### src/rtl/core/pllrwg_pkg.sv
// Shared types and constants for the PLL register word generator.
// No dependencies.
`default_nettype none
package pllrwg_pkg;
  localparam int unsigned REF_W    = 24;
  localparam int unsigned STEP_W   = 16;
  localparam int unsigned TGT_W    = 23;
  localparam int unsigned SCALED_W = 30;
  localparam logic [22:0] DIV_NUMERATOR = 23'd4400000;
  localparam logic [31:0] WORD_R5      = 32'h00580005;
  localparam logic [31:0] WORD_R4_BASE = 32'h00850404;
  localparam logic [31:0] WORD_R3      = 32'h000004B3;
  localparam logic [31:0] WORD_R2      = 32'h18004FC2;
  localparam logic [31:0] WORD_R1_BASE = 32'h08008001;
  localparam logic [31:0] WORD_R0_BASE = 32'h00000000;
  localparam logic [31:0] POWER_BITS   = 32'h00000008;
  localparam logic [0:0] CFG_REFERENCE = 1'b0;
  localparam logic [0:0] CFG_STEP      = 1'b1;

  // classified item handed from front to back
  typedef struct packed {
    logic [SCALED_W-1:0] scaled;
    logic [STEP_W-1:0]   step;
    logic [REF_W-1:0]    refk;
    logic [2:0]          dexp;
    logic                enable;
  } job_t;

  // serial unsigned divide: n bits of quotient, one per cycle
  typedef enum logic [3:0] {
    ST_IDLE = 4'b0001,
    ST_R1   = 4'b0010,
    ST_INT  = 4'b0100,
    ST_FRAC = 4'b1000
  } bst_t;
endpackage
`default_nettype wire

### src/rtl/core/pllrwg_front.sv
// Front end: accepts a target, finds the output divider exponent with a
// serial divide of 4400000 by the target, then pushes a job. Uses pllrwg_pkg.
`default_nettype none
module pllrwg_front (
  input  wire logic                           clk,
  input  wire logic                           rst_n,
  input  wire logic                           in_valid,
  output      logic                           in_ready,
  input  wire logic [pllrwg_pkg::TGT_W-1:0]   target,
  input  wire logic                           enable,
  input  wire logic [pllrwg_pkg::REF_W-1:0]   refk,
  input  wire logic [pllrwg_pkg::STEP_W-1:0]  step,
  output      logic                           job_valid,
  input  wire logic                           job_ready,
  output      pllrwg_pkg::job_t               job
);
  logic        busy_r, busy_nxt;
  logic        done_r, done_nxt;
  logic [4:0]  cnt_r, cnt_nxt;
  logic [22:0] tgt_r, tgt_nxt;
  logic        en_r, en_nxt;
  logic [22:0] rem_r, rem_nxt;
  logic [22:0] quo_r, quo_nxt;
  logic [23:0] trial;
  logic [2:0]  dexp;

  assign in_ready  = !busy_r && !done_r;
  assign job_valid = done_r;
  assign trial = {rem_r, pllrwg_pkg::DIV_NUMERATOR[cnt_r]};

  always_comb begin
    if (tgt_r == '0 || quo_r >= 23'd128) dexp = 3'd7;
    else if (quo_r[6]) dexp = 3'd6;
    else if (quo_r[5]) dexp = 3'd5;
    else if (quo_r[4]) dexp = 3'd4;
    else if (quo_r[3]) dexp = 3'd3;
    else if (quo_r[2]) dexp = 3'd2;
    else if (quo_r[1]) dexp = 3'd1;
    else dexp = 3'd0;
  end

  always_comb begin
    busy_nxt = busy_r; done_nxt = done_r; cnt_nxt = cnt_r;
    tgt_nxt = tgt_r; en_nxt = en_r; rem_nxt = rem_r; quo_nxt = quo_r;
    if (in_valid && in_ready) begin
      busy_nxt = 1'b1; cnt_nxt = 5'd22; tgt_nxt = target; en_nxt = enable;
      rem_nxt = '0; quo_nxt = '0;
    end else if (busy_r) begin
      if (trial >= {1'b0, tgt_r}) begin
        rem_nxt = 23'(trial - {1'b0, tgt_r});
        quo_nxt = {quo_r[21:0], 1'b1};
      end else begin
        rem_nxt = trial[22:0];
        quo_nxt = {quo_r[21:0], 1'b0};
      end
      if (cnt_r == '0) begin
        busy_nxt = 1'b0; done_nxt = 1'b1;
      end else begin
        cnt_nxt = cnt_r - 5'd1;
      end
    end else if (done_r && job_ready) begin
      done_nxt = 1'b0;
    end
  end

  always_comb begin
    job.scaled = pllrwg_pkg::SCALED_W'({7'd0, tgt_r} << dexp);
    job.step   = pllrwg_pkg::STEP_W'({3'd0, step} << dexp);
    job.refk   = refk;
    job.dexp   = dexp;
    job.enable = en_r;
  end

  always_ff @(posedge clk) begin
    if (!rst_n) begin
      busy_r <= 1'b0; done_r <= 1'b0;
    end else begin
      busy_r <= busy_nxt; done_r <= done_nxt;
    end
    cnt_r <= cnt_nxt; tgt_r <= tgt_nxt; en_r <= en_nxt;
    rem_r <= rem_nxt; quo_r <= quo_nxt;
  end
endmodule
`default_nettype wire

### src/rtl/core/pllrwg_queue.sv
// Two-entry job queue between front and back. Uses pllrwg_pkg.
`default_nettype none
module pllrwg_queue (
  input  wire logic             clk,
  input  wire logic             rst_n,
  input  wire logic             wr_valid,
  output      logic             wr_ready,
  input  wire pllrwg_pkg::job_t wr_job,
  output      logic             rd_valid,
  input  wire logic             rd_ready,
  output      pllrwg_pkg::job_t rd_job
);
  pllrwg_pkg::job_t mem_r [2];
  logic       wp_r, rp_r;
  logic [1:0] cnt_r;
  logic       push, pop;

  assign wr_ready = cnt_r != 2'd2;
  assign rd_valid = cnt_r != 2'd0;
  assign rd_job   = mem_r[rp_r];
  assign push = wr_valid && wr_ready;
  assign pop  = rd_valid && rd_ready;

  always_ff @(posedge clk) begin
    if (!rst_n) begin
      wp_r <= 1'b0; rp_r <= 1'b0; cnt_r <= '0;
    end else begin
      if (push) wp_r <= !wp_r;
      if (pop) rp_r <= !rp_r;
      cnt_r <= 2'(cnt_r + {1'b0, push} - {1'b0, pop});
    end
    if (push) mem_r[wp_r] <= wr_job;
  end
endmodule
`default_nettype wire

### src/rtl/core/pllrwg_back.sv
// Back end: three serial divides (ref/step, scaled/ref, rem/step), then
// streams six register words. Uses pllrwg_pkg.
`default_nettype none
module pllrwg_back (
  input  wire logic             clk,
  input  wire logic             rst_n,
  input  wire logic             job_valid,
  output      logic             job_ready,
  input  wire pllrwg_pkg::job_t job,
  output      logic             out_valid,
  input  wire logic             out_ready,
  output      logic [31:0]      word,
  output      logic [2:0]       num,
  output      logic             last,
  output      logic             err
);
  pllrwg_pkg::bst_t st_r, st_nxt;
  pllrwg_pkg::job_t j_r;
  logic [29:0] dvd_r;
  logic [23:0] dvs;
  logic [23:0] rem_r;
  logic [29:0] quo_r;
  logic [4:0]  cnt_r;
  logic [24:0] trial;
  logic        tge;
  logic [23:0] tnext;
  logic [29:0] r1q_r, int_r;
  logic        sending_r;
  logic [2:0]  num_r;
  logic        step_z, ref_z;
  logic [31:0] w4, w1, w0;

  assign step_z = j_r.step == '0;
  assign ref_z  = j_r.refk == '0;
  assign dvs    = (st_r == pllrwg_pkg::ST_INT) ? j_r.refk : {8'd0, j_r.step};
  assign trial  = {rem_r, dvd_r[cnt_r]};
  // restoring step: for a nonzero divisor the partial remainder stays below it
  assign tge    = trial >= {1'b0, dvs};
  assign tnext  = tge ? 24'(trial - {1'b0, dvs}) : trial[23:0];
  assign job_ready = st_r == pllrwg_pkg::ST_IDLE && !sending_r;
  assign out_valid = sending_r;

  assign w4 = pllrwg_pkg::WORD_R4_BASE | ({29'd0, j_r.dexp} << 20)
            | ({31'd0, j_r.enable} << 5) | pllrwg_pkg::POWER_BITS;
  assign w1 = ({r1q_r[28:0], 3'd0}) | pllrwg_pkg::WORD_R1_BASE;
  assign w0 = ({quo_r[28:0], 3'd0}) | ({int_r[16:0], 15'd0})
            | pllrwg_pkg::WORD_R0_BASE;

  always_comb begin
    case (num_r)
      3'd5: word = pllrwg_pkg::WORD_R5;
      3'd4: word = w4;
      3'd3: word = pllrwg_pkg::WORD_R3;
      3'd2: word = pllrwg_pkg::WORD_R2;
      3'd1: word = w1;
      default: word = step_z ? (({int_r[16:0], 15'd0}) | pllrwg_pkg::WORD_R0_BASE) : w0;
    endcase
  end
  assign num  = num_r;
  assign last = num_r == 3'd0;
  assign err  = step_z;

  always_comb begin
    st_nxt = st_r;
    case (st_r)
      pllrwg_pkg::ST_IDLE: if (job_valid && job_ready) st_nxt = pllrwg_pkg::ST_R1;
      pllrwg_pkg::ST_R1:   if (cnt_r == '0) st_nxt = pllrwg_pkg::ST_INT;
      pllrwg_pkg::ST_INT:  if (cnt_r == '0) st_nxt = pllrwg_pkg::ST_FRAC;
      pllrwg_pkg::ST_FRAC: if (cnt_r == '0) st_nxt = pllrwg_pkg::ST_IDLE;
      default: st_nxt = pllrwg_pkg::ST_IDLE;
    endcase
  end

  always_ff @(posedge clk) begin
    if (!rst_n) begin
      st_r <= pllrwg_pkg::ST_IDLE; sending_r <= 1'b0; num_r <= 3'd5;
    end else begin
      st_r <= st_nxt;
      if (st_r == pllrwg_pkg::ST_FRAC && cnt_r == '0) begin
        sending_r <= 1'b1; num_r <= 3'd5;
      end else if (sending_r && out_ready) begin
        if (num_r == 3'd0) sending_r <= 1'b0;
        else num_r <= num_r - 3'd1;
      end
    end
    case (st_r)
      pllrwg_pkg::ST_IDLE: begin
        // job and results stay put while the words go out
        if (job_valid && job_ready) begin
          j_r <= job; dvd_r <= {6'd0, job.refk}; rem_r <= '0;
          quo_r <= '0; cnt_r <= 5'd23;
        end
      end
      default: begin
        if (cnt_r == '0) begin
          rem_r <= '0;
          if (st_r == pllrwg_pkg::ST_R1) begin
            quo_r <= '0;
            r1q_r <= step_z ? '0 : {quo_r[28:0], tge};
            dvd_r <= j_r.scaled; cnt_r <= 5'd29;
          end else if (st_r == pllrwg_pkg::ST_INT) begin
            quo_r <= '0;
            int_r <= ref_z ? '0 : {quo_r[28:0], tge};
            dvd_r <= {6'd0, ref_z ? 24'd0 : tnext};
            cnt_r <= 5'd23;
          end else begin
            quo_r <= {quo_r[28:0], tge};
          end
        end else begin
          rem_r <= tnext;
          quo_r <= {quo_r[28:0], tge};
          cnt_r <= cnt_r - 5'd1;
        end
      end
    endcase
  end
endmodule
`default_nettype wire

### src/rtl/core/pll_register_word_generator_top.sv
// PLL register word generator: a target frequency in, six register words out
// (R5..R0). Front: serial divide for the output divider exponent. Back: three
// serial divides, then one word a cycle while out_tready is high. Front and
// back overlap through a 2-entry queue.
// rst_n is synchronous, active low; registers reset to 10000 kHz and 100 kHz.
`default_nettype none
module pll_register_word_generator_top (
  input  wire logic        clk,
  input  wire logic        rst_n,
  input  wire logic        in_tvalid,
  output      logic        in_tready,
  input  wire logic [23:0] in_tdata,   // [22:0] target_khz, [23] output_enable
  output      logic        out_tvalid,
  input  wire logic        out_tready,
  output      logic [39:0] out_tdata,  // [31:0] reg_word, [34:32] reg_number,
                                       // [35] div_error, rest zero
  output      logic        out_tlast,
  input  wire logic        cfg_we,
  input  wire logic        cfg_index,
  input  wire logic [23:0] cfg_data
);
  logic [23:0] ref_r;
  logic [15:0] step_r;
  logic        fv, fr, bv, br;
  pllrwg_pkg::job_t fj, bj;
  logic [31:0] word;
  logic [2:0]  num;
  logic        err;

  // configuration registers
  always_ff @(posedge clk) begin
    if (!rst_n) begin
      ref_r <= 24'd10000; step_r <= 16'd100;
    end else if (cfg_we) begin
      case (cfg_index)
        pllrwg_pkg::CFG_REFERENCE: ref_r <= cfg_data;
        pllrwg_pkg::CFG_STEP:      step_r <= cfg_data[15:0];
        default: ;
      endcase
    end
  end

  pllrwg_front u_front (
    .clk, .rst_n, .in_valid(in_tvalid), .in_ready(in_tready),
    .target(in_tdata[22:0]), .enable(in_tdata[23]), .refk(ref_r), .step(step_r),
    .job_valid(fv), .job_ready(fr), .job(fj));

  pllrwg_queue u_queue (
    .clk, .rst_n, .wr_valid(fv), .wr_ready(fr), .wr_job(fj),
    .rd_valid(bv), .rd_ready(br), .rd_job(bj));

  pllrwg_back u_back (
    .clk, .rst_n, .job_valid(bv), .job_ready(br), .job(bj),
    .out_valid(out_tvalid), .out_ready(out_tready),
    .word, .num, .last(out_tlast), .err);

  assign out_tdata = {4'd0, err, num, word};
endmodule
`default_nettype wire
### config.mk
export PLATFORM = sky130hd
export DESIGN_NAME = pll_register_word_generator_top
export DESIGN_NICKNAME = d
export VERILOG_FILES = /design/src/rtl/core/pllrwg_pkg.sv /design/src/rtl/core/pllrwg_front.sv /design/src/rtl/core/pllrwg_queue.sv /design/src/rtl/core/pllrwg_back.sv /design/src/rtl/core/pll_register_word_generator_top.sv
export SDC_FILE = /design/constraint.sdc
export NUM_CORES = 1
export LEC_CHECK = 0
export BUFFER_PORTS_ARGS = -buffer_cell sky130_fd_sc_hd__buf_2
export CORE_MARGIN = 2
export CORE_UTILIZATION = 45
export DETAILED_ROUTE_END_ITERATION = 10
export SYNTH_ARGS = -nofsm -noshare
export SYNTH_HDL_FRONTEND = slang
export SYNTH_HIERARCHICAL = 1
export SYNTH_SLANG_ARGS = --single-unit
export TNS_END_PERCENT = 10
### constraint.sdc
create_clock -name clk -period 10.5 [get_ports clk]
set_input_delay 1.575 -clock clk [delete_from_list [all_inputs] [get_ports clk]]
set_output_delay 1.575 -clock clk [all_outputs]
set_load 0.01 [all_outputs]
; ---- Word level (Yosys, flattened, before mapping)
; Memories as Yosys holds them, arrays and structs flattened. A register that Yosys moved wholly into a read port is not among the register bits.
; Index checks and enable logic that the tools add are counted.
[word_totals]
ram_bits = 148
wordCells = 160
n_memories = 2
latchBits = 0
ff_bits = 337
romBits = 32
input_bits = 54
[mem_list]
columns = memory, depth, word_bits, rd, rd_ports_with_merged_regs, wr, line
row1 = u_queue.mem_r, 2, 74, 1, 1, 1, pllrwg_queue.sv:13  ; pllrwg_pkg::job_t mem_r [2];
row2 = (name not given), 32, 1, 1, 1, 0, pllrwg_front.sv:29  ; assign trial = {rem_r, pllrwg_pkg::DIV_NUMERATOR[cnt_r]};
[op_classes]
bitwise_logic = 9
n_eq_ne = 16
n_reduce_logical = 38
n_addsub = 7
multipliers = 0
muxes = 55
div_mod_pow = 0
shift = 2
magnitude_cmp = 5
[ops]
columns = operator, count
row1 = one-hot mux 32 bit (5 select lines), 1
row2 = two-way mux 30 bit, 5
row3 = two-way mux 29 bit, 5
row4 = two-way mux 24 bit, 6
row5 = two-way mux 5 bit, 7
row6 = two-way mux 32 bit, 1
row7 = bitwise OR 32 bit, 1
row8 = << shifter 23 x 3 -> 30 bit, 1
row9 = >= comparator 25 x 24 -> 1 bit, 1
row10 = >= comparator 24 x 23 -> 1 bit, 1
row11 = zero test 24 bit, 1
row12 = bitwise OR 24 x 6 -> 24 bit, 1
row13 = subtractor 24 bit, 1
row14 = >= comparator 23 x 8 -> 1 bit (second input constant), 1
row15 = zero test 23 bit, 1
row16 = two-way mux 23 bit, 1
row17 = subtractor 23 bit, 1
row18 = two-way mux 1 bit, 17
row19 = zero test 16 bit, 1
row20 = two-way mux 4 bit, 4
row21 = one-hot mux 4 bit (4 select lines), 1
row22 = << shifter 16 x 3 -> 16 bit, 1
row23 = two-way mux 3 bit, 5
row24 = AND reduction 2 bit, 7
row25 = 28 further kinds, 60

; ---- Longest topological paths before layout
; Gate-level depths: netlist (run 1).
[depth]
depth_word = 9
ltp_mapped = 16
ltp_nobuf = 14

; ---- Modules after synthesis
; Netlist (run 1), hierarchy kept.
[modules_own_cells]
columns = module, cells_each, seq_area_each_um2, n_inst, area_per_inst_um2
row1 = pllrwg_back, 885, 6346.1, 1, 10904.2
row2 = pllrwg_front, 714, 1801.7, 1, 5884.4
row3 = pllrwg_queue, 260, 4544.4, 1, 5627.9
row4 = pll_register_word_generator_top, 174, 800.8, 1, 1626.6

; ---- Least setup slack after synthesis (run 1)
; No wires, ideal clock.
[synth_timing]
kind = register -> register
startpoint = register u_back.st_r[3]
endpoint = register u_back/j_r[0] (netlist name), enable pin
slack_ns = 5.674
path_stages_with_launch = 4
required_ns = 9.992
arrival_ns = 4.318
setup_time_ns = 0.508
path_cell_list = dfxtp_1 > buf_2 > or4b_2 > nor2_1
[synth_via]
elab_chain_len = 4
[synth_rtl]
columns = element, line
row1 = from (decl), pllrwg_back.sv:17  ; pllrwg_pkg::bst_t st_r, st_nxt;
row2 = from (signal assigned), pllrwg_back.sv:78  ; st_r <= st_nxt;
row3 = equality test 4 x 1 -> 1 bit (*), "pllrwg_back.sv:40, pllrwg_back.sv:86"
row4 = logical AND 1 bit, pllrwg_back.sv:40  ; assign job_ready = st_r == pllrwg_pkg::ST_IDLE && !sending_r;
row5 = logical AND 1 bit, pllrwg_back.sv:89  ; if (job_valid && job_ready) begin
row6 = AND reduction 2 bit (no source line) (*), --
row7 = to (signal assigned), pllrwg_back.sv:90  ; j_r <= job; dvd_r <= {6'd0, job.refk}; rem_r <= '0;
row8 = to (decl), pllrwg_back.sv:18  ; pllrwg_pkg::job_t j_r;
; Mark *: on every way between the ends. The rest lies on a longest branch, timed or not.
; A chain may end at the register's enable or synchronous reset.

; ---- Worst setup path after layout (run 1)
[layout_timing]
startpoint = register u_back.num_r[0], in the netlist u_back/num[0]
endpoint = output port out_tdata[6]
[layout_via]
elab_chain_len = 2
elab_cells_between_ends = 6
cone_classes = eq/ne: 5 / mux: 1
[layout_rtl]
columns = element, line
row1 = from (decl), pllrwg_back.sv:29  ; logic [2:0] num_r;
row2 = from (signal assigned), pllrwg_back.sv:83  ; else num_r <= num_r - 3'd1;
row3 = "equality test 3 x 1 -> 1 bit, or another cell as far along", pllrwg_back.sv:50  ; case (num_r)
row4 = one-hot mux 32 bit (5 select lines) (*), pllrwg_back.sv:50
row5 = to (decl), pll_register_word_generator_top.sv:15  ; output logic [39:0] out_tdata,
; Marks and branches as above.

==> results of run 1 <==
[logic make-up after synthesis]
| logic type | Yosys count |
|---|---|
| simple gates | 627 |
| compound gates | 395 |
| xor+xnor | 44 |
| other cells | 1 |
| buf+inv | 199 |
| flops | 485 |
| mux | 223 |
| fa+ha+maj | 59 |
[per-layer routing]
metal	GRT usage (%)	part of all wire (%)	vias to the layer above
met5	0	0	-
met1	28.7	46	7695
met4	6.41	2.9	0
li1	-	-	7559
met3	2.60	4.3	102
met2	33.0	46	372
[per-stage QoR]
| step | util (%) | std cells | cell area, um2 |
|---|---|---|---|
| floorplan | - | 2036 | 24100 |
| global placement | 47.0 | 2699 | 24800 |
| detailed placement | 47.0 | 2699 | 24800 |
| CTS | 50.4 | 2795 | 26500 |
| global route | 50.4 | 2795 | 26500 |
| finish | 50.4 | 2795 | 26500 |
[final cells by class]
cell class              instances  area share [%]
flip-flops and latches        485            50.9
repair buffers                119            2.50
inverters                      55           0.778
clock inverters                26            1.18
well taps                     688            3.25
multi-input cells            1352            35.9
clock buffers                  70            5.47
[registers in the layout (all words and copies together), names as in the netlist, 4 cells and up, named ones only]
register       cells
u_queue/mem_r    148
u_back/j_r        74
u_back/dvd_r      30
u_back/quo_r      29
u_back/r1q_r      27
ref_r             24
u_back/rem_r      24
u_front/quo_r     23
u_front/rem_r     23
u_front/tgt_r     23
u_back/int_r      17
step_r            16
u_back/cnt_r       5
u_front/cnt_r      5
u_back/st_r        4
[power by group through the flow]
stage                     Sequential, mW  Combinational (mW)  Clock (mW)
after global routing                2.92                2.54        2.01
final                               2.88                2.30        1.89
after detailed placement            2.92                2.28           0
after floorplan                     2.78                1.80           0
after global placement              2.93                2.26           0
after CTS                           2.89                2.29        1.93
[synthesized netlist by cell type, types with 7 or more instances]
master      n
and3_1     15
o31ai_1    11
nand3_1    31
xnor2_1    25
inv_1      52
o31a_1      7
a221o_1    10
mux4_2      7
o21ai_1    17
a21o_1     20
o211ai_1   11
and2_1     66
mux2i_1   135
nand2_1   237
a211oi_1   15
a22oi_1    21
a22o_1     11
edfxtp_1  378
mux2_1     74
nand2b_1    7
nand4_1    21
clkbuf_1   52
a21oi_1    98
o31ai_2    11
buf_2      22
buf_4      40
nor3_1     38
nor4_1     19
nand3b_1    9
buf_6      21
o21a_1     18
dfxtp_1   107
o21ai_0    65
a31oi_1    16
o21bai_1    7
xor2_1     19
nor3_2     14
nor2b_1    30
nor2_1    103
ha_1       57
[final timing paths]
| check | startpoint | to | slack [ns] | cells after the start |
|---|---|---|---|---|
| setup reg to reg | u_back/cnt_r[0] | u_back/dvd_r[17] | 5.96 | 13 |
| hold / removal | ref_r[0] | u_queue/mem_r[0][4] | 0.45 | 0 |
| setup / recovery | u_back/num[0] | out_tdata[6] | 5.77 | 8 |
| hold reg to reg | ref_r[0] | u_queue/mem_r[0][4] | 0.45 | 0 |
[critical path: stages (launching register included)]
cell,delay (ns)
dfxtp_1,0.41
inv_1,0.11
ha_1,0.24
nor3_1,0.17
a21oi_1,0.08
or2_2,0.44
nor2_1,0.70
a221o_1,0.29
buf_2,0.13
==> metrics, run 1 <==
Multi-input gate area=9530 um2; Clk pin slew, worst setup/hold paths=0.06 ns; Worst Path Required=8.93 ns; Slew Limit Fails=0; all-layer global routing usage=20.4%; DR WL/cell=20.4 um; H-tree depth reported by CTS=2; worst min path class=register to register; Int Pwr=4.59 mW; vias in the first global route=15600; hold_ws=0.453 ns; Rows=84; crit start category=register; status=complete, no violations; CP Max Fanout=12; DRT antenna net count=0; max_slew headroom=32.7%; EDFF count, synth=378; Compound-Gate Fraction of Synth Area=11.4%; Comb pwr share=32.5%; sequential share of power=40.8%; Max Freq=0.211 GHz; maximum root-to-sink buffer count=3; min Tclk post-route=4.74 ns; Synth Warn #=6; CTS root buf=clkbuf_16; register area=13500 um2; Sw Share=35.1%; static leakage=9.94 nW; Clk Latency, worst-skew pair=0.60 ns; area of the die=55300 um2; CP endpoint kind=primary output; hold buffer count at cts=0; Post-synth top flop=edfxtp_1; I/O Pins=97; fillers=4645; TNS Setup=0 ns; Post-Syn Instances=2033; Avg Inst Size Synth=11.8 um2; unrepaired setup endpoints after global routing=false; drt first pass iters=5; DR vias=15700; worst slew pin tran=1.01 ns; final setup violation count=0; top area cells in the synthesized netlist=edfxtp_1 (47%), dfxtp_1 (8.9%), mux2i_1 (5.6%); Yosys top cell area share=47.2%; mux cell area share after synthesis=10.1%; Synth Area in XOR/XNOR=1.60%; first-pass GRT wire length=89900 um; CP Class=register to primary output; post-DP HPWL=39300 um; initial detailed-routing violation count=1226; Synth Area in Simple Gates=13.0%; Yosys reg bits=485; Num Clock Sinks=485; Switching Power=2.49 mW; share of cells above drive strength 1=13.3%; most frequent cells in the layout=edfxtp_1 (378), nand2_1 (236), mux2i_1 (135); die span in y=235 um; PwrDens=267 nW/um2; critical path arrival=3.16 ns; core box area=52700 um2; ant diodes=0; post-synth top area cell=edfxtp_1; clk_skew=0.0218 ns; # port buffers=92; Via density=5.63; maximum vdd drop=0.000142 V; commonest non-fill, non-tap cell in the layout=edfxtp_1; Layout area overhead=10.3%; Total Power=7.08 mW; Netlist Area Pre-Place=24000 um2; drc violations=0; largest net degree at the start of global routing=76; # resized after CTS=0; Post-Synth Adder-Cell Area=3.13%; Final GP Congestion=0.903; Post-Route WL=57100 um; final net count=2178; global route total overflow=0; Placement Setup Slack=5.93 ns; CTS tree=built; Fin. Hold Viols=0; Tcrit/Tclk final=45.1%; post-synthesis async set-or-reset flop share=0%; Die W=235 um; Setup Buffers After CTS=0; initial antenna violation count=0; reported max-cap violation count=0; Clk pwr share=26.7%; Synth cell types=94; Initial Util=45.7%; Num CTS Buffers=52; Final Worst Setup Slack=5.77 ns; largest family of logic cells by synthesized area=simple AND/OR/NAND/NOR gates; Seq/Total Area, Yosys=56.1%
Note: power is estimated with default switching activity, not from simulation.
==> run 2, diff against run 1 <==
==> constraint.sdc (replaced) <==
create_clock -name clk -period 4.6 [get_ports clk]
set_input_delay 0.69 -clock clk [delete_from_list [all_inputs] [get_ports clk]]
set_output_delay 0.69 -clock clk [all_outputs]
set_load 0.01 [all_outputs]
==> metrics, run 2 (synthesis results as in run 1) <==
Post-Route WL=56600 um; CP max stage cell=edfxtp_1; commonest non-fill, non-tap cell in the layout=edfxtp_1; Tcrit/Tclk final=88.1%; drt first pass iters=5; Worst Path Required=4.93 ns; hold_ws=0.262 ns; all-layer global routing usage=20.3%; final net count=2187; worst slew pin tran=1.00 ns; CP Max Fanout=17; Max Freq=0.247 GHz; # resized after CTS=0; TNS Setup=0 ns; biggest regs=u_queue/mem_r (148), u_back/j_r (74), u_back/dvd_r (30); post-DP HPWL=39600 um; reported max-cap violation count=0; initial detailed-routing violation count=1264; DR vias=15800; drc violations=0; Slew Limit Fails=0; Clk Latency, worst-skew pair=0.60 ns; crit-path most repeated cell=buf_4; hold buffer count at cts=0; unrepaired setup endpoints after global routing=false; initial antenna violation count=0; worst min path class=primary input to register; clk_skew=0.0161 ns; CP Class=register to register; largest net degree at the start of global routing=76; critical path arrival=4.38 ns; Num Clock Sinks=485; max reg flops=148; register area=13500 um2; static leakage=9.93 nW; maximum vdd drop=0.000340 V; # port buffers=92; DR WL/cell=20.2 um; area of the die=55300 um2; register name with the most flops=u_queue/mem_r; DRT antenna net count=0; Placed Cells=2708; Final Non-Filler Cells=2806; Die W=235 um; status=complete, no violations; fillers=4618; max_slew headroom=33.1%; Clk pin slew, worst setup/hold paths=0.06 ns; Rows=84; CTS tree=built; final setup violation count=0; Num CTS Buffers=52; Final GP Congestion=0.947; Via density=5.64; first-pass GRT wire length=89300 um; core box area=52700 um2; Fin. Hold Viols=0; I/O Pins=97; maximum root-to-sink buffer count=3; CP endpoint kind=register; Layout area overhead=10.2%; slowest stage delay, CP=0.56 ns; Multi-input gate area=9520 um2; H-tree depth reported by CTS=2; global route total overflow=0; vias in the first global route=15500; Setup Buffers After CTS=0; Top delay family on crit path=compound AO/OA/AOI/OAI gates; ant diodes=0; die span in y=235 um; CTS root buf=clkbuf_16; min Tclk post-route=4.05 ns; share of cells above drive strength 1=13.6%; crit start category=register; Initial Util=45.7%; chain of cells forming the critical path=buf_4 -> mux4_2 -> a211o_1 -> a31oi_2 -> ha_1 -> nand2_1 -> or4_1 -> nor3_2 -> a41oi_2 -> buf_4 -> a21oi_1 -> o31ai_2; PwrDens=603 nW/um2; most frequent cells in the layout=edfxtp_1 (378), nand2_1 (236), mux2i_1 (135); Buf/Inv on CP=2
run 2: cell types whose count changed in the layout (fill, tap and decap cells not counted), sizes merged:
cell      delta
buf          +9
bufinv       -5
clkinvlp     +3
clkinv       +2
clkbuf       +1
inv          +1
run 2: final timing paths:
| kind | start | end | slack (ns) | cells after the start |
|---|---|---|---|---|
| max | u_back/cnt_r[0] | u_back/dvd_r[13] | 0.55 | 12 |
| min | in_tdata[9] | u_front/tgt_r[9] | 0.26 | 1 |
| min reg2reg | ref_r[3] | u_queue/mem_r[0][7] | 0.45 | 0 |
| max reg2reg | u_back/cnt_r[0] | u_back/dvd_r[13] | 0.55 | 12 |
run 2: final cells by class:
cell class	count	share of cell area [%]
multi-input combinational	1352	35.9
timing repair buffer	128	2.80
clock inverter	27	0.859
inverter	55	0.779
sequential	485	50.9
clock buffer	71	5.46
tap	688	3.25
run 2: power breakdown:
group / switching [mW] / total, mW / internal, mW
registers: 0.626 / 6.59 / 5.96
clock network: 1.76 / 4.10 / 2.34
logic: 3.35 / 5.29 / 1.94
total: 5.74 / 16.0 / 10.2
run 2: per-stage QoR:
stage | setup slack, ns | instance area [um2] | util (%) | power, mW
6_report | 0.549 | 26500 | 50.3 | 16.0
5_1_grt | 0.204 | 26500 | 50.3 | 16.9
4_1_cts | 0.526 | 26500 | 50.3 | 16.0
3_5_place_dp | 0.528 | 24800 | 47.2 | 11.9
3_3_place_gp | 0.622 | 24800 | 47.2 | 11.8
2_1_floorplan | 0.831 | 24100 | - | 10.5
run 2: routing by layer:
| metal | wire, um | GRT usage [%] | vias up |
|---|---|---|---|
| met5 | 0 | 0 | - |
| met4 | 1790 | 7.27 | 0 |
| met3 | 3120 | 3.61 | 97 |
| met2 | 25600 | 31.5 | 438 |
| met1 | 26100 | 28.8 | 7702 |
| li1 | - | - | 7595 |
